**src/rtl/core/sng_pkg.sv**
```systemverilog
// Shared types, constants and helper functions of the square/noise sound generator.
package sng_pkg;

    localparam int NUM_TONES = 3;
    localparam int CHAN_W    = 2;

    // Per-channel tone state kept in the tone RAM.
    typedef struct packed {
        logic [9:0] period;
        logic [9:0] count;
        logic       level;
    } tone_t;

    localparam int TONE_W = $bits(tone_t);

    localparam tone_t TONE_RESET = '{period: 10'd1, count: 10'd1, level: 1'b0};

    typedef enum logic [2:0] {
        ST_IDLE,
        ST_WR,
        ST_T0,
        ST_T1,
        ST_T2
    } sng_state_t;

    localparam logic [CHAN_W-1:0] NOISE_CHAN = 2'd3;

    localparam logic [1:0] RATE_16  = 2'd0;
    localparam logic [1:0] RATE_32  = 2'd1;
    localparam logic [1:0] RATE_64  = 2'd2;

    localparam logic [15:0] SHIFT_RESET       = 16'h8000;
    localparam logic [9:0]  NOISE_COUNT_RESET = 10'h010;

    // Low-pass filter coefficients, Q16.
    localparam logic signed [13:0] COEF_IN    = 14'sd2517;
    localparam logic signed [16:0] COEF_FB    = 17'sd60504;
    localparam logic signed [33:0] ROUND_BIAS = 34'sd65535;
    localparam logic signed [17:0] SAT_MAX    = 18'sd32767;
    localparam logic signed [17:0] SAT_MIN    = -18'sd32768;

    // Attenuation to amplitude, 2 dB steps, last code silent.
    function automatic logic [13:0] amp_of(input logic [3:0] att);
        logic [13:0] a;
        case (att)
            4'd0:    a = 14'h1FFF;
            4'd1:    a = 14'h196A;
            4'd2:    a = 14'h1430;
            4'd3:    a = 14'h1009;
            4'd4:    a = 14'h0CBD;
            4'd5:    a = 14'h0A1E;
            4'd6:    a = 14'h0809;
            4'd7:    a = 14'h0662;
            4'd8:    a = 14'h0512;
            4'd9:    a = 14'h0407;
            4'd10:   a = 14'h0333;
            4'd11:   a = 14'h028A;
            4'd12:   a = 14'h0204;
            4'd13:   a = 14'h019A;
            4'd14:   a = 14'h0146;
            default: a = 14'h0000;
        endcase
        return a;
    endfunction

    function automatic logic signed [15:0] signed_amp(input logic level, input logic [3:0] att);
        logic signed [15:0] a;
        a = $signed({2'b00, amp_of(att)});
        return level ? a : -a;
    endfunction

endpackage

```
**src/rtl/core/sng_ram.sv**
```systemverilog
// Generic single-write, single-read RAM with registered read data.
module sng_ram #(
    parameter int WIDTH = 8,
    parameter int DEPTH = 4
) (
    input  logic                     clk,
    input  logic                     we,
    input  logic [$clog2(DEPTH)-1:0] waddr,
    input  logic [WIDTH-1:0]         wdata,
    input  logic [$clog2(DEPTH)-1:0] raddr,
    output logic [WIDTH-1:0]         rdata
);

    logic [WIDTH-1:0] mem [DEPTH];

    always_ff @(posedge clk)
    begin
        if (we)
        begin
            mem[waddr] <= wdata;
        end
        rdata <= mem[raddr];
    end

endmodule

```
**src/rtl/core/sng_filter.sv**
```systemverilog
// First-order low-pass filter, saturation and output register.
module sng_filter (
    input  logic               clk,
    input  logic               rst_n,
    input  logic               mix_valid,
    output logic               mix_ready,
    input  logic signed [15:0] mix,
    output logic               m_axis_tvalid,
    input  logic               m_axis_tready,
    output logic [15:0]        m_axis_tdata    // [15:0] sample
);

    import sng_pkg::*;

    logic signed [15:0] in_prev_reg;
    logic signed [15:0] out_prev_reg;
    logic signed [30:0] p_in_reg;
    logic signed [32:0] p_fb_reg;
    logic               prod_valid_reg;
    logic               out_valid_reg;
    logic [15:0]        sample_reg;

    logic signed [16:0] in_sum;
    logic signed [30:0] p_in_next;
    logic signed [32:0] p_fb_next;
    logic signed [33:0] acc;
    logic signed [33:0] acc_adj;
    logic signed [17:0] quo;
    logic signed [15:0] sat;
    logic               load_prod;
    logic               load_out;

    // Product stage loads only when empty, so the feedback value is settled.
    assign mix_ready = !prod_valid_reg;
    assign load_prod = mix_valid && !prod_valid_reg;
    assign load_out  = prod_valid_reg && (!out_valid_reg || m_axis_tready);

    always_comb
    begin
        in_sum    = 17'(mix) + 17'(in_prev_reg);
        p_in_next = 31'(in_sum) * 31'(COEF_IN);
        p_fb_next = 33'(out_prev_reg) * 33'(COEF_FB);
        acc       = 34'(p_in_reg) + 34'(p_fb_reg);
        // truncate toward zero
        acc_adj   = acc + (acc[33] ? ROUND_BIAS : 34'sd0);
        quo       = $signed(acc_adj[33:16]);
        if (quo > SAT_MAX)
        begin
            sat = 16'sd32767;
        end
        else if (quo < SAT_MIN)
        begin
            sat = -16'sd32768;
        end
        else
        begin
            sat = quo[15:0];
        end
    end

    always_ff @(posedge clk or negedge rst_n)
    begin
        if (!rst_n)
        begin
            in_prev_reg    <= '0;
            out_prev_reg   <= '0;
            prod_valid_reg <= 1'b0;
            out_valid_reg  <= 1'b0;
        end
        else
        begin
            if (load_prod)
            begin
                in_prev_reg    <= mix;
                prod_valid_reg <= 1'b1;
            end
            else if (load_out)
            begin
                prod_valid_reg <= 1'b0;
            end

            if (load_out)
            begin
                out_prev_reg  <= sat;
                out_valid_reg <= 1'b1;
            end
            else if (m_axis_tready)
            begin
                out_valid_reg <= 1'b0;
            end
        end
    end

    always_ff @(posedge clk)
    begin
        if (load_prod)
        begin
            p_in_reg <= p_in_next;
            p_fb_reg <= p_fb_next;
        end
        if (load_out)
        begin
            sample_reg <= sat;
        end
    end

    assign m_axis_tvalid = out_valid_reg;
    assign m_axis_tdata  = sample_reg;

endmodule

```
**src/rtl/core/square_noise_sound_generator.sv**
```systemverilog
// Top level of the square/noise sound generator: three tones, one noise channel, filter.
//
// Input channel (s_axis): one item is either a register byte (tuser = 0) or a sample
// tick (tuser = 1). Register bytes follow the latch/data convention: bit 7 set latches
// channel and type; either byte writes volume or noise control, or period bits: the
// low ones if latching, else the high. A tick steps every counter and yields one sample.
// Output channel (m_axis): one signed 16-bit filtered sample per tick, none per write.
//
// Sequencing: the tone state (period, counter, level) of the three tones sits in a small
// RAM with registered read data. A tick walks the three entries, one read-modify-write
// per cycle unless a stall holds the walk, and a new item is taken only as the walk
// ends; the sample then passes the mix, product and output registers. Volume and
// noise writes leave the sequencer idle; tone period writes do a read-modify-write
// and accept the next item in the following cycle. Back-to-back accesses to one entry
// are covered by a write-to-read bypass.
//
// Reset: all control state clears; RAM entries read as their reset value until first
// written (per-entry valid flops), so no clearing pass is needed.
// Stall: a held output register backs up the product and mix stages; the tick walk
// then holds on its last step and no new item is accepted until the filter takes the mix.
module square_noise_sound_generator (
    input  logic        clk,
    input  logic        rst_n,
    input  logic        s_axis_tvalid,
    output logic        s_axis_tready,
    input  logic [7:0]  s_axis_tdata,   // [7:0] data_byte
    input  logic [0:0]  s_axis_tuser,   // [0] cmd: 0 register write, 1 tick
    output logic        m_axis_tvalid,
    input  logic        m_axis_tready,
    output logic [15:0] m_axis_tdata    // [15:0] sample
);

    import sng_pkg::*;

    sng_state_t         state_reg, state_next;

    // pending tone period write
    logic [CHAN_W-1:0]  wr_chan_reg;
    logic [7:0]         wr_byte_reg;
    logic               wr_latch_reg;

    logic [2:0]         latched_target_reg;
    logic [3:0]         att_reg [4];
    logic [2:0]         noise_mode_reg;
    logic [9:0]         noise_count_reg;
    logic [15:0]        shift_reg;
    logic               half_rate_reg;
    logic               noise_level_reg;

    logic signed [15:0] mix_acc_reg;
    logic signed [15:0] mix_reg;
    logic               mix_valid_reg;
    logic               mix_ready;

    // tone RAM and its read bypass
    logic [NUM_TONES-1:0] tone_valid_reg;
    logic                 rd_ok_reg;
    logic                 byp_hit_reg;
    tone_t                byp_data_reg;
    logic                 ram_we;
    logic [CHAN_W-1:0]    ram_waddr;
    logic [CHAN_W-1:0]    ram_raddr;
    logic [TONE_W-1:0]    ram_wdata;
    logic [TONE_W-1:0]    ram_rdata;

    logic                 accept;
    logic                 acc_tick;
    logic                 acc_latch;
    logic [2:0]           acc_target;
    logic [CHAN_W-1:0]    acc_chan;
    logic                 acc_is_att;
    logic                 acc_is_tone;
    logic                 acc_is_noise;

    tone_t                tone_cur;
    tone_t                tone_upd;
    tone_t                tone_wr;
    logic [9:0]           cnt_dec;
    logic [CHAN_W-1:0]    chan_idx;
    logic signed [15:0]   tone_amp;
    logic                 t2_go;
    logic                 go;

    logic [9:0]           nc_dec;
    logic [9:0]           nc_next;
    logic                 half_next;
    logic [15:0]          sr_next;
    logic                 nl_next;
    logic                 fb;
    logic signed [15:0]   noise_amp;

    // ---------------- input decode ----------------
    assign accept     = s_axis_tvalid && s_axis_tready;
    assign acc_tick   = s_axis_tuser[0];
    assign acc_latch  = s_axis_tdata[7];
    assign acc_target = acc_latch ? s_axis_tdata[6:4] : latched_target_reg;
    assign acc_chan   = acc_target[2:1];
    assign acc_is_att   = acc_target[0];
    assign acc_is_tone  = !acc_target[0] && (acc_chan != NOISE_CHAN);
    assign acc_is_noise = !acc_target[0] && (acc_chan == NOISE_CHAN);

    // ---------------- tone entry modify ----------------
    always_comb
    begin
        if (byp_hit_reg)
        begin
            tone_cur = byp_data_reg;
        end
        else if (rd_ok_reg)
        begin
            tone_cur = tone_t'(ram_rdata);
        end
        else
        begin
            tone_cur = TONE_RESET;
        end

        tone_upd = tone_cur;
        cnt_dec  = tone_cur.count - 10'd1;
        if (cnt_dec == 10'd0)
        begin
            tone_upd.count = (tone_cur.period == 10'd0) ? 10'd1 : tone_cur.period;
            tone_upd.level = ~tone_cur.level;
        end
        else
        begin
            tone_upd.count = cnt_dec;
        end

        tone_wr = tone_cur;
        if (wr_latch_reg)
        begin
            tone_wr.period = {tone_cur.period[9:4], wr_byte_reg[3:0]};
        end
        else
        begin
            tone_wr.period = {wr_byte_reg[5:0], tone_cur.period[3:0]};
        end

        case (state_reg)
            ST_T0:   chan_idx = 2'd0;
            ST_T1:   chan_idx = 2'd1;
            default: chan_idx = 2'd2;
        endcase

        tone_amp = signed_amp(tone_upd.level, att_reg[chan_idx]);
    end

    // ---------------- noise step (on last tick step) ----------------
    always_comb
    begin
        nc_dec    = noise_count_reg - 10'd1;
        nc_next   = nc_dec;
        half_next = half_rate_reg;
        sr_next   = shift_reg;
        nl_next   = noise_level_reg;
        fb        = noise_mode_reg[2] ? (shift_reg[0] ^ shift_reg[3]) : shift_reg[0];
        if (nc_dec == 10'd0)
        begin
            case (noise_mode_reg[1:0])
                RATE_16: nc_next = 10'h010;
                RATE_32: nc_next = 10'h020;
                RATE_64: nc_next = 10'h040;
                default: nc_next = (tone_cur.period == 10'd0) ? 10'd1 : tone_cur.period;
            endcase
            half_next = ~half_rate_reg;
            if (!half_rate_reg)
            begin
                sr_next = {fb, shift_reg[15:1]};
                nl_next = shift_reg[1];
            end
        end
        noise_amp = signed_amp(nl_next, att_reg[NOISE_CHAN]);
    end

    // ---------------- sequencer ----------------
    assign go    = !mix_valid_reg || mix_ready;
    assign t2_go = (state_reg == ST_T2) && go;

    always_ff @(posedge clk or negedge rst_n)
    begin
        if (!rst_n)
        begin
            state_reg <= ST_IDLE;
        end
        else
        begin
            state_reg <= state_next;
        end
    end

    always_comb
    begin
        state_next    = state_reg;
        s_axis_tready = 1'b0;
        ram_we        = 1'b0;
        ram_waddr     = chan_idx;
        ram_wdata     = tone_upd;
        ram_raddr     = 2'd2;
        case (state_reg)
            ST_IDLE:
            begin
                s_axis_tready = 1'b1;
            end
            ST_WR:
            begin
                s_axis_tready = 1'b1;
                ram_we        = 1'b1;
                ram_waddr     = wr_chan_reg;
                ram_wdata     = tone_wr;
                state_next    = ST_IDLE;
            end
            ST_T0:
            begin
                ram_we     = 1'b1;
                ram_raddr  = 2'd1;
                state_next = ST_T1;
            end
            ST_T1:
            begin
                ram_we     = 1'b1;
                ram_raddr  = 2'd2;
                state_next = ST_T2;
            end
            ST_T2:
            begin
                if (go)
                begin
                    ram_we        = 1'b1;
                    s_axis_tready = 1'b1;
                    state_next    = ST_IDLE;
                end
            end
            default:
            begin
                state_next = ST_IDLE;
            end
        endcase

        if (s_axis_tvalid && s_axis_tready)
        begin
            if (acc_tick)
            begin
                ram_raddr  = 2'd0;
                state_next = ST_T0;
            end
            else if (acc_is_tone)
            begin
                ram_raddr  = acc_chan;
                state_next = ST_WR;
            end
        end
    end

    // ---------------- tone RAM ----------------
    sng_ram #(
        .WIDTH (TONE_W),
        .DEPTH (NUM_TONES)
    ) u_tone_ram (
        .clk   (clk),
        .we    (ram_we),
        .waddr (ram_waddr),
        .wdata (ram_wdata),
        .raddr (ram_raddr),
        .rdata (ram_rdata)
    );

    always_ff @(posedge clk or negedge rst_n)
    begin
        if (!rst_n)
        begin
            tone_valid_reg <= '0;
            rd_ok_reg      <= 1'b0;
            byp_hit_reg    <= 1'b0;
        end
        else
        begin
            if (ram_we)
            begin
                tone_valid_reg[ram_waddr] <= 1'b1;
            end
            rd_ok_reg   <= tone_valid_reg[ram_raddr];
            byp_hit_reg <= ram_we && (ram_waddr == ram_raddr);
        end
    end

    always_ff @(posedge clk)
    begin
        byp_data_reg <= tone_t'(ram_wdata);
        if (accept)
        begin
            wr_chan_reg  <= acc_chan;
            wr_byte_reg  <= s_axis_tdata;
            wr_latch_reg <= acc_latch;
        end
    end

    // ---------------- registers, noise and mix ----------------
    always_ff @(posedge clk or negedge rst_n)
    begin
        if (!rst_n)
        begin
            latched_target_reg <= '0;
            for (int i = 0; i < 4; i++)
            begin
                att_reg[i] <= 4'hF;
            end
            noise_mode_reg  <= '0;
            noise_count_reg <= NOISE_COUNT_RESET;
            shift_reg       <= SHIFT_RESET;
            half_rate_reg   <= 1'b0;
            noise_level_reg <= 1'b0;
            mix_acc_reg     <= '0;
            mix_valid_reg   <= 1'b0;
        end
        else
        begin
            if (t2_go)
            begin
                noise_count_reg <= nc_next;
                half_rate_reg   <= half_next;
                noise_level_reg <= nl_next;
            end

            // tick noise step comes first; a noise write taken in the same cycle follows it
            if (accept && !acc_tick && acc_is_noise)
            begin
                shift_reg <= SHIFT_RESET;
            end
            else if (t2_go)
            begin
                shift_reg <= sr_next;
            end

            if (accept && !acc_tick)
            begin
                if (acc_latch)
                begin
                    latched_target_reg <= s_axis_tdata[6:4];
                end
                if (acc_is_att)
                begin
                    att_reg[acc_chan] <= s_axis_tdata[3:0];
                end
                if (acc_is_noise)
                begin
                    noise_mode_reg <= s_axis_tdata[2:0];
                end
            end

            case (state_reg)
                ST_T0:   mix_acc_reg <= tone_amp;
                ST_T1:   mix_acc_reg <= mix_acc_reg + tone_amp;
                default: mix_acc_reg <= mix_acc_reg;
            endcase

            if (t2_go)
            begin
                mix_valid_reg <= 1'b1;
            end
            else if (mix_ready)
            begin
                mix_valid_reg <= 1'b0;
            end
        end
    end

    always_ff @(posedge clk)
    begin
        if (t2_go)
        begin
            mix_reg <= mix_acc_reg + tone_amp + noise_amp;
        end
    end

    // ---------------- filter and output ----------------
    sng_filter u_filter (
        .clk           (clk),
        .rst_n         (rst_n),
        .mix_valid     (mix_valid_reg),
        .mix_ready     (mix_ready),
        .mix           (mix_reg),
        .m_axis_tvalid (m_axis_tvalid),
        .m_axis_tready (m_axis_tready),
        .m_axis_tdata  (m_axis_tdata)
    );

endmodule
```
**config.mk**
```make
export PLATFORM = sky130hd
export DESIGN_NAME = square_noise_sound_generator
export DESIGN_NICKNAME = d
export VERILOG_FILES = /design/src/rtl/core/sng_pkg.sv /design/src/rtl/core/sng_ram.sv /design/src/rtl/core/sng_filter.sv /design/src/rtl/core/square_noise_sound_generator.sv
export SDC_FILE = /design/constraint.sdc
export NUM_CORES = 1
export LEC_CHECK = 0
export BUFFER_PORTS_ARGS = -buffer_cell sky130_fd_sc_hd__buf_2
export CAP_MARGIN = 0
export CORE_ASPECT_RATIO = 1.2
export CORE_MARGIN = 1
export CORE_UTILIZATION = 50
export DETAILED_ROUTE_END_ITERATION = 6
export HOLD_SLACK_MARGIN = 0.05
export PLACE_DENSITY_LB_ADDON = 0.1
export SYNTH_ARGS = -nofsm -noshare
export SYNTH_HDL_FRONTEND = slang
export SYNTH_SLANG_ARGS = --single-unit
```
**constraint.sdc**
```tcl
create_clock -name clk -period 7.7 [get_ports clk]
set_input_delay 0.385 -clock clk [delete_from_list [all_inputs] [get_ports clk]]
set_output_delay 0.385 -clock clk [all_outputs]
set_load 0.01 [all_outputs]
```
Word level (Yosys, flattened, before mapping)
Memory sizes are Yosys's and may differ from the RTL's. A register that Yosys moved wholly into a read port is not among the register bits.
Cells that the tools add are included.
Widths: inputs -> output; s select.
- bits in latches: 0
- memories: 3
- logic and storage cells: 158
- memory bits (writable): 63
- flip-flop bits (word level): 231
- ROM bits: 416
- memories (memory ; words ; bits a word ; read ports ; clocked after memory_dff ; wr ports ; line ; text):
    (no name shown) ; 16 ; 13 ; 1 ; 0 ; 0 ; sng_pkg.sv:45 ; case (att)
    (no name shown) ; 16 ; 13 ; 1 ; 0 ; 0 ; sng_pkg.sv:45 ;
    u_tone_ram.mem ; 3 ; 21 ; 1 ; 1 ; 1 ; sng_ram.sv:14 ; logic [WIDTH-1:0] mem [DEPTH];
- shift-type cells: 0
- equal/unequal tests: 11
- magnitude comparators: 8
- multiply operators: 2
- mux-type cells: 55
- add/sub/neg operators: 9
- reductions and logical operators: 34
- divide/modulo/power cells: 0
- bitwise gates (word level): 6
- operators by type and width (cell ; number):
    $mux 16 ; 9
    $mux 21 ; 3
    $mux 10 ; 4
    $add 30x33->34 ; 1
    $add 34x34->34 ; 1
    $add 16x16->16 ; 2
    $neg 14->16 ; 2
    $pmux 16 s2 ; 1
    $logic_not 10->1 ; 3
    $mul 16x14->30 const B ; 1
    $mul 17x13->30 const B ; 1
    $pmux 10 s3 ; 1
    $sub 10x1->10 const B ; 2
    $gt 18x16->1 const B ; 1
    $lt 18x16->1 const B ; 1
    $add 16x16->17 ; 1
    $bwmux 16 ; 1
    $mux 1 ; 15
    $mux 3 ; 5
    $mux 4 ; 3
    $pmux 3 s4 ; 1
    $logic_and 1x1->1 ; 11
    $mux 2 ; 5
    $reduce_bool 2->1 ; 5
    30 further kinds ; 45

Logic depth before layout (Yosys ltp)
An unclocked memory read counts as a cell.
- depth after elaboration: 11
- depth in mapped cells: 33

By module
From an unflattened synthesis, not the netlist that was laid out.
- cells, all modules: 2673
- area total of the unflattened synthesis: 26524.2 µm²
- modules (own cells, without submodules) (module ; seq. area each (µm²) ; instances ; cells each ; area each (µm²)):
    sng_filter ; 3133.0 ; 1 ; 1578 ; 15467.3
    square_noise_sound_generator ; 3070.4 ; 1 ; 938 ; 8255.4
    sng_ram ; 2312.2 ; 1 ; 157 ; 2801.4

Worst setup path before layout
OpenSTA, ideal clock, no wires.
- path type: reg2reg
- from: register mix_reg[1]
- to: register u_filter.p_in_reg[28] (data pin)
- arrival: 7.502 ns
- setup time: 0.272 ns
- cell stages (with the launch flop): 31
- setup slack: -0.074 ns
- required time: 7.428 ns
- path through: edfxtp_1 -> ha_1 -> a21o_1 -> a21oi_1 -> o21bai_1 -> a21oi_1 -> o21bai_1 -> a21oi_1 -> o21bai_1 -> a2111oi_0 -> nor3_1 -> a2111oi_0 -> ha_1 -> inv_1 -> fa_1 -> inv_1 -> fa_1 -> inv_1 -> fa_1 -> inv_1 -> ha_1 -> and3_1 -> a31oi_1 -> a211o_1 -> o2111a_1 -> or3_1 -> o21ai_0 -> o41ai_1 -> nor2b_1 -> o21ai_0 -> xnor2_1
- word-level cells in the longest chain between the ends: 2
- RTL lines (element ; line ; text):
    from (decl) ; square_noise_sound_generator.sv:51 ; logic signed [15:0] mix_reg;
    from (signal assigned) ; square_noise_sound_generator.sv:372 ; mix_reg <= mix_acc_reg + tone_amp + noise_amp;
    $add 16x16->17 ; sng_filter.sv:40 ; in_sum = 17'(mix) + 17'(in_prev_reg);
    $mul 17x13->30 ; sng_filter.sv:41 ; p_in_next = 31'(in_sum) * 31'(COEF_IN);
    via u_filter.p_in_next[28] ; sng_filter.sv:24 ; logic signed [30:0] p_in_next;
    to (signal assigned) ; sng_filter.sv:98 ; p_in_reg <= p_in_next;
    to (decl) ; sng_filter.sv:17 ; logic signed [30:0] p_in_reg;
The timed path passes the listed nets, and every way through them passes these cells.
A chain may end at the register's enable or synchronous reset.

Worst setup path in the final report
Ends and elaborated chain as after synthesis.

==> qor.yml <==
status:
  status: "completed"
placed_design:
  globalplace.congestion: 0.904
  dp.final_hpwl_um: 46700
  port_buffers: 30
  place.detailed.instances: 3337
timing:
  post-route-period-util_pct: 95.4
  hold_violations: 0
  holdWs_ns: 0.0908
  rsz_0062_raised_after_global_routing: "yes"
  setup_violating_endpoint_count_in_the_final_report: 0
  finalMaxSlewViolations: 0
  timing.final.crit_period_ns: 7.34
  timing.slew.headroom_pct: 32.6
  final.setup_skew_ns: 0.0227
  max_freq_mhz: 136
  max_slew.worst_pin.slew_ns: 1.01
grt:
  antenna_found_initial: 0
  groute.layer.met1.usage_pct: 25.9
  grtUsageTotal_pct: 22.6
  number_of_global_route_vias_before_repair: 18800
  maximum_number_of_pins_on_one_net_before_global_route_repair: 77
  grt_first_pass_wirelength_um: 95100
  busiest_grt_layer: "met2"
  use_met2_pct: 42.5
  globalRoute.totalOverflow: 0
  met3_grt_util_pct: 2.58
die:
  floorplan.io_pins: 31
  dieWidth_um: 210
  fp.coreArea_mm2: 0.0515
  initial_core_util_pct: 50.7
  core.rowCount: 91
  die_y_um: 252
  floorplan.die_area_mm2: 0.0531
finish:
  final_cells: 3405
  share_of_layout_cells_above_drive_strength_1_pct: 11.3
  largest_register_ff_count: 63
  fillerInstances: 4623
  syn2layout_area_growth_pct: 10.2
  layout.nets: 3161
  n_antenna_cell: 0
clock_tree:
  cts.path.max_buffers: 3
  ctsHtreeMaxLevel: 2
  clock_transition_at_the_register_clock_pins_on_the_worst_setup_and_hold_paths_after_cts_ns: 0.06
  cts_inserted_buffers: 35
  clock_latency_ns: 0.56
  clk_root_buffer_cell: "sky130_fd_sc_hd__clkbuf_16"
  clkSinkCount: 315
  tritoncts: "done"
synthesis:
  synth-edff-count: 164
  synthesis.yosys.warnings: 0
  netlist_instances: 2596
  synthFlopType: "sky130_fd_sc_hd__edfxtp_1"
  register_bit_count_reported_by_yosys: 315
  synthesized_area_divided_by_synthesized_cell_count_um2: 10.0
  syn_area_mm2: 0.0261
  synth.distinct_cells: 85
  seq_area_frac_synth_pct: 32.7
  syn_nets: 3076
  synthArstFlopShare_pct: 34.6
setup_path:
  timing.critical_path.from_type: "register"
  critical_path.slowest_cell: "sky130_fd_sc_hd__fa_1"
  critical_path.reg2reg.endpoint: "u_filter.p_in_reg[28]$_DFFE_PP_"
  worstRegToRegCells: 29
  rrSetupSlack_ns: 0.36
  timing_worst_setup_path_type: "register to register"
  crit_end_category: "register"
  crit_path_frequent_cell: "sky130_fd_sc_hd__fa_1"
  reg2reg_from: "mix_reg[1]$_DFFE_PP_"
  critPathArrivalTime_ns: 7.65
  critPathMaxFanout: 5
  timing.critical_path.slowest_cell_delay_ns: 0.54
  critical_path_required_ns: 8.01
hold_path:
  whs_endpoint: "wr_latch_reg$_DFFE_PP_"
  hold_depth: 1
  min_path_type: "input port to register"
  worst_hold_startpoint: "s_axis_tdata[7]"
detailed_routing:
  detailedRoute.firstPassIterationCount: 6
  dr.first_iter.drc_count: 793
  via_count: 18400
  avgRoutedWirePerCell_um: 17.3
  remaining_drc_errors: 0
  vias_per_cell: 5.41
  postRouteAntennaNets: 0
  drt-total-wl_um: 58800
flow_run:
  cap_violations: 0
## worst max path at each step
| stage | to | start | slack, ns |
|---|---|---|---|
| floorplan | u_filter.p_in_reg[28]$_DFFE_PP_ | mix_reg[1]$_DFFE_PP_ | 0.07 |
| global placement | u_filter.p_in_reg[28]$_DFFE_PP_ | mix_reg[1]$_DFFE_PP_ | 0.05 |
| detailed placement | u_filter.p_in_reg[29]$_DFFE_PP_ | mix_reg[1]$_DFFE_PP_ | -0.06 |
| CTS | u_filter.p_in_reg[28]$_DFFE_PP_ | mix_reg[1]$_DFFE_PP_ | 0.02 |
| global route | u_filter.p_in_reg[28]$_DFFE_PP_ | mix_reg[1]$_DFFE_PP_ | -0.01 |
| finish | u_filter.p_in_reg[28]$_DFFE_PP_ | mix_reg[1]$_DFFE_PP_ | 0.36 |
## through the flow
| step | utilization (%) | setup WS (ns) | cell area [um2] | setup TNS [ns] |
|---|---|---|---|---|
| 6_report | 55.8 | 0.356 | 28700 | 0 |
| 5_1_grt | 55.8 | -0.0130 | 28700 | -0.0130 |
| 4_1_cts | 55.7 | 0.0224 | 28700 | 0 |
| 3_5_place_dp | 53.4 | -0.0621 | 27500 | -0.107 |
| 3_3_place_gp | 53.4 | 0.0483 | 27500 | 0 |
| 2_1_floorplan | - | 0.0698 | 26100 | 0 |
## per-layer routing
layer	wire length (um)	vias to the layer above
li1	-	9133
met1	24100	8951
met2	31000	240
met3	1400	96
met4	2330	0
met5	0	-
## final cells by class
cell class / count / area, um2 / share of cell area [%]
Multi-Input combinational cell: 1853 / 16100 / 55.9
Tap cell: 697 / 872 / 3.04
Inverter: 369 / 1390 / 4.82
Timing Repair Buffer: 107 / 738 / 2.57
Sequential cell: 315 / 8520 / 29.6
Clock buffer: 43 / 947 / 3.30
Clock inverter: 21 / 206 / 0.719
## cell usage in the layout (no fill, tap or decap), drive strengths merged, types with 62 or more instances in the layout
cell type,Yosys,final
inv,369,375
ha,292,292
nand2,189,189
fa,175,175
edfxtp,164,164
o21ai,151,151
a21oi,145,145
nor2,142,142
xnor2,114,114
buf,15,104
dfrtp,91,91
mux2,62,62
## synthesized netlist by cell type, drive strengths merged, types with 6 or more instances
| master | number | share of area [%] |
|---|---|---|
| o211ai | 13 | 0.39 |
| nand2b | 30 | 0.72 |
| o21ai | 151 | 3.1 |
| or2 | 11 | 0.26 |
| nor2b | 26 | 0.62 |
| or3 | 20 | 0.48 |
| a21boi | 6 | 0.17 |
| mux2 | 62 | 2.7 |
| nand3 | 44 | 0.84 |
| nand4 | 10 | 0.30 |
| ha | 292 | 14 |
| a211oi | 13 | 0.43 |
| nor4 | 15 | 0.41 |
| a21oi | 145 | 2.8 |
| and3 | 16 | 0.39 |
| o31ai | 15 | 0.43 |
| nor2 | 142 | 2.1 |
| buf | 15 | 0.29 |
| inv | 369 | 5.3 |
| a22oi | 21 | 0.60 |
| a21o | 44 | 1.3 |
| mux2i | 51 | 2.0 |
| xor2 | 51 | 1.7 |
| nor3 | 47 | 0.90 |
| a31oi | 25 | 0.66 |
| xnor2 | 114 | 3.8 |
| nand2 | 189 | 2.7 |
| dfstp | 18 | 1.8 |
| and2 | 14 | 0.34 |
| dfxtp | 42 | 3.2 |
| o21a | 19 | 0.55 |
| fa | 175 | 13 |
| o21bai | 14 | 0.40 |
| clkbuf | 44 | 0.63 |
| dfrtp | 91 | 8.7 |
| edfxtp | 164 | 19 |
## kinds of logic after synthesis
| logic type | synth area share, % |
|---|---|
| buffers and inverters | 6.23 |
| adders and majority gates | 27.4 |
| and+or+nand+nor | 10.8 |
| AOI/OAI and AO/OA | 12.7 |
| muxes | 4.63 |
| DFF | 32.7 |
| xor gates and xnor gates | 5.54 |
## critical path, delay by kind of cell, from the launching register on
kind            cells  cell delay, ns
buf+inv             4            0.43
fa+ha+maj           7            3.03
flops               1            0.40
simple gates        3            0.66
xor+xnor            2            0.22
compound gates     13            2.35
## what timing repair did
| item | 4_1_cts | 5_1_grt |
|---|---|---|
| resized for setup | 2 | 17 |
| setup endpoints to repair | 3 | 8 |
| hold buffers | 3 | 0 |
| buffers inserted | 0 | 1 |
| pin swaps | 0 | 4 |
| hold endpoints to repair | 60 | 0 |
Power is not shown: default switching activity piles up to over one toggle a cycle in this logic, so the estimate is an artifact.
